[src/rtl/kpr_pkg.sv]
// Package for the present-slot order-statistic store.
// Holds the tree geometry constants, command and unit-op codes and the unit result struct.
// No dependencies.
package kpr_pkg;

  // Number of value slots and the geometry of the count tree above them.
  localparam int LEAVES     = 1024;
  localparam int LEVELS     = $clog2(LEAVES);
  localparam int SPAN       = 1 << LEVELS;
  localparam int TREE_DEPTH = 2 * SPAN;
  localparam int TREE_AW    = LEVELS + 1;

  // Field widths of the stream payloads.
  localparam int CMD_W   = 2;
  localparam int SLOT_W  = 10;
  localparam int VALUE_W = 32;
  localparam int RANK_W  = 11;
  localparam int CNT_W   = RANK_W;
  localparam int IN_W    = 56;
  localparam int OUT_W   = 40;

  typedef enum logic [CMD_W-1:0] {
    CMD_LOAD   = 2'd0,
    CMD_REMOVE = 2'd1,
    CMD_CLEAR  = 2'd2,
    CMD_NONE   = 2'd3
  } cmd_t;

  typedef enum logic [1:0] {
    OP_INC  = 2'd0,
    OP_ROOT = 2'd1,
    OP_DESC = 2'd2,
    OP_IDLE = 2'd3
  } op_t;

  typedef struct packed {
    logic             err;
    logic             go_right;
    logic [CNT_W-1:0] k_nxt;
    logic [CNT_W-1:0] child_cnt;
    logic [CNT_W-1:0] wr_data;
  } alu_res_t;

endpackage

[src/rtl/kpr_alu.sv]
// Shared count unit: increment, root range check and one step of the rank descent.
// Depends on kpr_pkg.
module kpr_alu (
  input  kpr_pkg::op_t               op,
  input  logic [kpr_pkg::CNT_W-1:0]  rd_cnt,
  input  logic [kpr_pkg::CNT_W-1:0]  k,
  input  logic [kpr_pkg::CNT_W-1:0]  node_cnt,
  output kpr_pkg::alu_res_t          res
);
  import kpr_pkg::*;

  always_comb begin
    res           = '0;
    res.k_nxt     = k;
    res.child_cnt = rd_cnt;
    unique case (op)
      OP_INC: begin
        res.wr_data = rd_cnt + CNT_W'(1);
      end
      OP_ROOT: begin
        res.err     = (k == '0) || (k > rd_cnt);
        res.wr_data = rd_cnt - CNT_W'(1);
      end
      OP_DESC: begin
        // rd_cnt is the left child's count; the right child holds the rest.
        res.go_right = k > rd_cnt;
        if (res.go_right) begin
          res.k_nxt     = k - rd_cnt;
          res.child_cnt = node_cnt - rd_cnt;
        end
        res.wr_data = res.child_cnt - CNT_W'(1);
      end
      default: begin
        res.wr_data = rd_cnt;
      end
    endcase
  end

endmodule

[config.mk]
export PLATFORM = sky130hd
export DESIGN_NAME = kpr_alu
export DESIGN_NICKNAME = d
export VERILOG_FILES = /design/src/rtl/kpr_pkg.sv /design/src/rtl/kpr_alu.sv
export SDC_FILE = /design/constraint.sdc
export NUM_CORES = 1
export LEC_CHECK = 0
export ABC_AREA = 1
export BUFFER_PORTS_ARGS = -buffer_cell sky130_fd_sc_hd__buf_2
export CAP_MARGIN = 25
export CORE_MARGIN = 4
export CORE_UTILIZATION = 47
export DETAILED_ROUTE_END_ITERATION = 6
export PLACE_DENSITY = 0.76
export REMOVE_ABC_BUFFERS = 1
export SETUP_SLACK_MARGIN = 0.15
export SYNTH_ARGS = -nofsm -noshare
export SYNTH_HDL_FRONTEND = slang
export SYNTH_SLANG_ARGS = --single-unit
[constraint.sdc]
create_clock -name vclk -period 2.58
set_input_delay 0.129 -clock vclk [all_inputs]
set_output_delay 0.129 -clock vclk [all_outputs]
set_load 0.01 [all_outputs]
### Yosys cells after proc, flatten, opt, wreduce, memory -nomap -nowiden

Index checks and enable logic that the tools add are counted.

* reduce and logical (&&, ||, !) cells: 3
* add/subtract/negate cells: 5
* equal/unequal tests: 2
* muxes and demuxes: 5
* $lt $le $gt $ge: 1

Operator list (number)
* 22-bit two-way mux: 2
* 11-bit one-hot mux with 3 select lines: 1
* 23-bit two-way mux: 1
* 11-bit by 1-bit subtractor with 11-bit output (second input constant): 2
* 11-bit subtractor: 2
* 11-bit by 1-bit adder with 11-bit output (second input constant): 1
* 11-bit > comparator: 1
* 11-bit zero test: 1
* 2-bit by 1-bit == test with 1-bit output (second input constant): 1
* 2-bit == test (second input constant): 1
* 2-bit zero test: 1
* 1-bit logical OR: 1
* 1-bit two-way mux: 1

* output and inout bits: 35
* bits of input ports: 35
* flip-flop bits (word level): 0
* logic and storage cells: 16

### Depth between registers and ports, before layout

Gate-level depths: netlist (run 1).

* word-level depth: 5
* mapped depth: 19
* depth with buffers taken out: 18

### Least setup slack after synthesis (run 1)

OpenSTA, ideal clock, no wires.

* path kind: input-to-output
* start point: in rd_cnt[8] (netlist name)
* end point: out res[8] (netlist name)
* data required time: 2.451 ns
* cell stages on the path: 16
* buffers on the path: 0
* data arrival time: 2.237 ns
* path slack: 0.214 ns
* cells stage by stage: inv_1 ha_1 nand2_1 nand2_1 a21oi_1 nand3_4 nand3_4 nand2_1 o21ai_4 ha_1 nand2_2 nor2_2 nand2_1 nand2_1 nand3_1 a21oi_1

RTL lines
* start: declaration: RTL line kpr_alu.sv:5 `input logic [kpr_pkg::CNT_W-1:0] rd_cnt,`
* end: declaration: RTL line kpr_alu.sv:8 `output kpr_pkg::alu_res_t res`

==> results of run 1 <==
[cells in the mapped netlist (all sizes together)]
library cell,count
clkinv,2
xnor2,7
clkbuf,5
o21a,1
buf,3
a21oi,19
a211oi,1
a21o,2
or2,1
xor2,4
ha,27
o211ai,1
a21boi,1
nand2,140
o21ai,26
nor2,35
nand3b,3
inv,67
a31oi,5
nand3,33
nor4,3
fa,2
nand4,13
nor3,3
a22oi,3
[metal layers]
metal | track usage [%] | wire length, um
met1 | 28.31 | 3203
met2 | 49.83 | 4366
met3 | 0.9368 | 448
met4 | 3.203 | 181
met5 | 0 | 0
[metrics by stage]
step | worst slack (ns) | hold WS, ns | utilization [%] | TNS [ns]
finish | 0.1356 | 0.5661 | 76.79 | 0
global route | -0.004890 | 0.5936 | 76.79 | -0.004890
CTS | 0.1420 | 0.5896 | 67.84 | 0
detailed placement | -0.07298 | 0.5840 | 63.34 | -0.2563
global placement | -0.004880 | 0.5812 | 63.34 | -0.008205
floorplan | 0.01325 | 0.3980 | - | 0
[cell type report]
class	count	area, um^2
Inverter	69	279.0
Multi-Input combinational cell	330	2296
Tap cell	52	65.06
Fill cell	346	1039
Timing Repair Buffer	116	795.8
[cell families after synthesis]
logic type / count (synthesis) / share of synthesized area, %
XOR/XNOR: 11 / 4.304
buffers and inverters: 77 / 13.92
adder cells (fa/ha/maj): 29 / 16.88
AND/OR/NAND/NOR: 231 / 49.41
AO/OA/AOI/OAI: 59 / 15.48
[report_power, final]
group	total [mW]	internal (mW)	switching, mW
clock network	0	0	0
registers	0	0	0
logic	0.800	0.355	0.445
total	0.800	0.355	0.445
[what timing repair did]
action,4_1_cts,5_1_grt
pin swaps,8,42
buffers inserted,3,12
setup endpoints to repair,8,10
gates resized for setup,31,86
hold buffers,0,0
[worst min-delay path, stage by stage]
cell and delay [ns]:
buf_6 0.08, nand2_1 0.04, o21ai_0 0.05, buf_2 0.13
[final timing paths]
kind,end,startpoint,cells after the start
min,res[25],k[3],4
max,res[7],k[6],17
==> results.toml, run 1 <==
[power_and_ir_drop]
p_per_area_mw_per_mm2 = 232.8
p_leak_nw = 1.812
p_total_uw = 799.9
vdd_drop_max_mv = 0.1362

[floorplanning]
die_height_um = 77.01
initial_core_util_pct = 50.03
fp.dieW_um = 77.01
ioPinCount = 70
core-area_mm2 = 0.004474
rows = 24
dieArea_mm2 = 0.005931

[routing]
num_vias = 3052
drt_first_pass_iters = 5
drc = 0
ant_nets = 0
wl_per_cell_um = 14.46
drtIter0Drc = 136
drt-total-wl_um = 8198
via_per_inst = 5.383

[timing]
relSlewSlack_pct = 70.30
hold_violations = 0
tightest_slew_ns = 0.4450
final.period_utilization_pct = 94.74
max_freq_mhz = 409.1
grt_setup_unrepaired = "true"
fin_crit_ns = 2.444
finalSetupViolCount = 0
drv_slew = 0

[setup_path]
crit_type = "in2out"
path_max_fanout = 8
start_kind = "input pin"
slowest_stage = "ha_4"
slowest_delay_ns = 0.25
path_delay_family = "simple AND/OR/NAND/NOR gates"
crit_path_end_kind = "primary output"
required_ns = 2.45
critPathArrivalTime_ns = 2.32
crit_path_cell_trace = "buf_4 > ha_4 > a21oi_1 > nand2_2 > nand2_2 > nand3_4 > nand3_4 > buf_6 > nand2_2 > nand2_2 > nand2_4 > nor2_4 > nand2_1 > nand2_1 > nand3_2 > a21oi_2 > buf_2"
crit_top_cell = "nand2_2"
timing.critical_path.buf_inv = 3

[placed_design]
gp_congestion = 0.8917
detailed_place.area_mm2 = 0.002834
place_inst = 552
dp_hpwl_um = 6164
io_buffers = 70

[layout]
regArea_um2 = 0
n_antenna_cell = 0
drive_gt1_share_pct = 41.94
design_area_mm2 = 0.003436
design.seq.count = 0
final_nets = 581
final_cell_count_no_fill = 567
layout_common_cells = "nand2_1 (103), buf_2 (54), inv_1 (53), buf_4 (49), nand2_2 (32)"
area_growth_pct = 53.49
final_common_cell = "nand2_1"
clkbuf_count = 0

[synthesis]
yosys.cell_types.count = 38
ys_warn_count = 0
netlist_area_mm2 = 0.002238
synth_largest_area_cell = "nand2_1"
synth_area_leaders = "nand2_1 (21%), ha_1 (15%), inv_1 (11%)"
syn_inst = 407
netlist.area_leader.share_pct = 21.46
synth-seq-area-share_pct = 0
syn_avg_cell_area_um2 = 5.500

[global_route]
grt_pass1_wl_um = 12300
grt_use_total_pct = 24.43
grt_pass1_vias = 2724
grt_overflow = 0
antenna_found_initial = 0
grt_max_degree = 17

[flow_run]
maxCapViolCount = 0

[worst_hold_path]
hold_path_class = "in2out"

[run_status]
outcome = "complete, no violations"
Note: power is estimated with default switching activity, not from simulation.
==> run 2, diff against run 1 <==
--- a/config.mk
+++ b/config.mk
@@ -5,13 +5,13 @@
 export SDC_FILE = /design/constraint.sdc
 export NUM_CORES = 1
 export LEC_CHECK = 0
-export ABC_AREA = 1
+export ABC_AREA = 0
 export BUFFER_PORTS_ARGS = -buffer_cell sky130_fd_sc_hd__buf_2
 export CAP_MARGIN = 25
 export CORE_MARGIN = 4
 export CORE_UTILIZATION = 47
 export DETAILED_ROUTE_END_ITERATION = 6
-export PLACE_DENSITY = 0.76
+export PLACE_DENSITY = 0.8
 export REMOVE_ABC_BUFFERS = 1
 export SETUP_SLACK_MARGIN = 0.15
 export SYNTH_ARGS = -nofsm -noshare
==> run 2 against run 1 <==
Effect of this change:
- the flow now finishes with violations (setup timing)
- sequential share of layout area did not move
- via count fell by 5.4%
- synthesized area fell by 18%
- sequential cell count did not move
- critical path depth rose by 3
- first-iteration DRC count rose by 95%
- combinational power fell by 2%
- non-clock buffer count rose by 36
- worst hold slack improved by 0.028 ns
- core utilization rose by 8.0 points
- synthesized cell count fell by 33%
- total power fell by 2.2%
- critical endpoint is now res[2]
==> results.toml, run 2 <==
[run_status]
outcome = "complete, but fails checks"
failed_checks = "setup timing"

[global_route]
grt_pass1_vias = 2690
grt_max_degree = 23
grt_use_total_pct = 27.87
grt_overflow = 0
grt_pass1_wl_um = 11980
antenna_found_initial = 0

[routing]
wl_per_cell_um = 17.90
drc = 0
ant_nets = 0
via_per_inst = 6.206
top_layer = "met4"
num_vias = 2886
wl_met1_um = 3232
drt_first_pass_iters = 7
dr_wl_met3_um = 779
drt-total-wl_um = 8325
drtIter0Drc = 265
wl_met2_um = 3897

[timing]
holdWs_ns = 0.5937
relSlewSlack_pct = 67.88
final.period_utilization_pct = 119.2
drv_slew = 0
tightest_slew_ns = 0.4767
grt_setup_unrepaired = "true"
hold_violations = 0
fin_crit_ns = 3.075
finalSetupViolCount = 11
max_freq_mhz = 325.2
setup_slack_ns = -0.4955

[layout]
design.seq.count = 0
drive_gt1_share_pct = 49.40
area_growth_pct = 70.64
design_area_mm2 = 0.003149
layout_common_cells = "buf_4 (79), buf_2 (67), nand2_1 (28), o21ai_0 (22)"
regArea_um2 = 0
final_util_pct = 84.75
final_nets = 483
clkbuf_count = 0
final_common_cell = "buf_4"
n_antenna_cell = 0

[placed_design]
dp_hpwl_um = 5255
gp_congestion = 0.8892
io_buffers = 70
detailed_place.area_mm2 = 0.002763

[synthesis]
synth_xor_area_share_pct = 12.81
netlist.area_leader.share_pct = 18.31
muxShareOfSynthArea_pct = 3.661
syn_inst = 272
synth_area_leaders = "ha_1 (18%), o21ai_0 (7.6%), xnor2_1 (7.6%)"
yosys.cell_types.count = 54
netlist_area_mm2 = 0.001846
yosys.area_share.adder_pct = 20.47
synth-seq-area-share_pct = 0
yosys.area_share.simple_pct = 27.25
synth_top_family_by_area = "compound AO/OA/AOI/OAI gates"
syn_avg_cell_area_um2 = 6.785
synth_largest_area_cell = "ha_1"
synth-compound-area-share_pct = 29.08
ys_warn_count = 0
ys_top_cells_by_count = "nand2_1 (28), o21ai_0 (28), ha_1 (27), inv_1 (23), a21oi_1 (22)"

[worst_hold_path]
min_to = "res[28]"
min_from = "k[6]"
hold_path_class = "in2out"
hold_depth = 4

[setup_path]
crit_path_end_kind = "primary output"
start_kind = "input pin"
critPathArrivalTime_ns = 2.95
crit_type = "in2out"
path_max_fanout = 4
required_ns = 2.45

[floorplanning]
initial_core_util_pct = 49.66
rows = 22
ioPinCount = 70
core-area_mm2 = 0.003716
dieArea_mm2 = 0.004993
die_height_um = 70.66
fp.dieW_um = 70.66

[power_and_ir_drop]
p_per_area_mw_per_mm2 = 248.4
p_leak_nw = 1.552
vdd_drop_max_mv = 0.1474

[cts]
hold_buffers = 0

[flow_run]
maxCapViolCount = 0
-- run 2: changes by cell type after synthesis, moves of 10 or more --
| cell | previous run | this run |
|---|---|---|
| nand3_1 | 28 | 9 |
| nand2b_1 | 0 | 10 |
| nand4_1 | 12 | 2 |
| nor2_1 | 28 | 13 |
| nand2_2 | 11 | 0 |
| inv_1 | 65 | 23 |
| nand2_1 | 128 | 28 |
-- run 2: timing repair --
action | CTS | global route
gates resized for setup | 38 | 29
endpoints found under the setup margin | 16 | 22
pin swaps | 18 | 23
buffers inserted | 6 | 4
-- run 2: layer usage --
| metal | global-route usage, % | up-vias |
|---|---|---|
| li1 | - | 1282 |
| met1 | 35.96 | 1323 |
| met2 | 50.10 | 222 |
| met3 | 2.415 | 59 |
| met4 | 6.472 | 0 |
| met5 | 0 | - |
-- run 2: cells by family (layout without fill, tap and decap cells) --
group,count (synthesis),count (layout)
AND/OR/NAND/NOR,96,96
AO/OA/AOI/OAI,84,84
buffers and inverters,31,176
adder cells (fa/ha/maj),29,29
XOR/XNOR,27,27
multiplexers,5,5
-- run 2: area by class of cell --
cell class	instances	area (um^2)
fill	209	566.8
inverter	24	92.59
multi-input combinational	241	1997
tap	48	60.06
timing repair buffer	152	999.7
-- run 2: report_power, final --
part           leakage (nW)  switching (mW)  internal [mW]  total (mW)
sequential                0               0              0           0
combinational          1.55           0.407          0.375       0.782
clock                     0               0              0           0
-- run 2: worst max-delay path, stage by stage --
cell and delay (ns):
buf_4 0.11, inv_2 0.06, ha_4 0.26, buf_4 0.12, nand3_1 0.08, or3_1 0.39, and2_4 0.16, o21ai_4 0.08
inv_2 0.10, buf_8 0.13, nor2_4 0.12, a21oi_4 0.05, ha_4 0.17, buf_4 0.13, buf_6 0.10, buf_6 0.11
xnor2_2 0.13, a32oi_1 0.22, o22ai_1 0.13, buf_2 0.16
-- run 2: how the worst max path moves through the flow --
| stage | start | to | slack [ns] | cells past startpoint |
|---|---|---|---|---|
| final | rd_cnt[2] | res[2] | -0.50 | 20 |
| after global routing | rd_cnt[2] | res[8] | -0.61 | 18 |
| after CTS | rd_cnt[8] | res[8] | -0.45 | 17 |
| after detailed placement | rd_cnt[1] | res[10] | -0.60 | 17 |
| after global placement | rd_cnt[8] | res[10] | -0.50 | 20 |
| after floorplan | rd_cnt[1] | res[10] | -1.04 | 15 |
-- run 2: stage by stage --
| step | setup WS, ns | cells | power, mW | setup TNS (ns) |
|---|---|---|---|---|
| finish | -0.4955 | 465 | 0.7821 | -3.274 |
| global route | -0.6140 | 465 | 0.8349 | -4.543 |
| CTS | -0.4511 | 461 | 0.6846 | -2.576 |
| detailed placement | -0.5984 | 455 | 0.6285 | -3.696 |
| global placement | -0.4967 | 455 | 0.6137 | -2.869 |
| floorplan | -1.045 | 265 | 0.3527 | -5.819 |
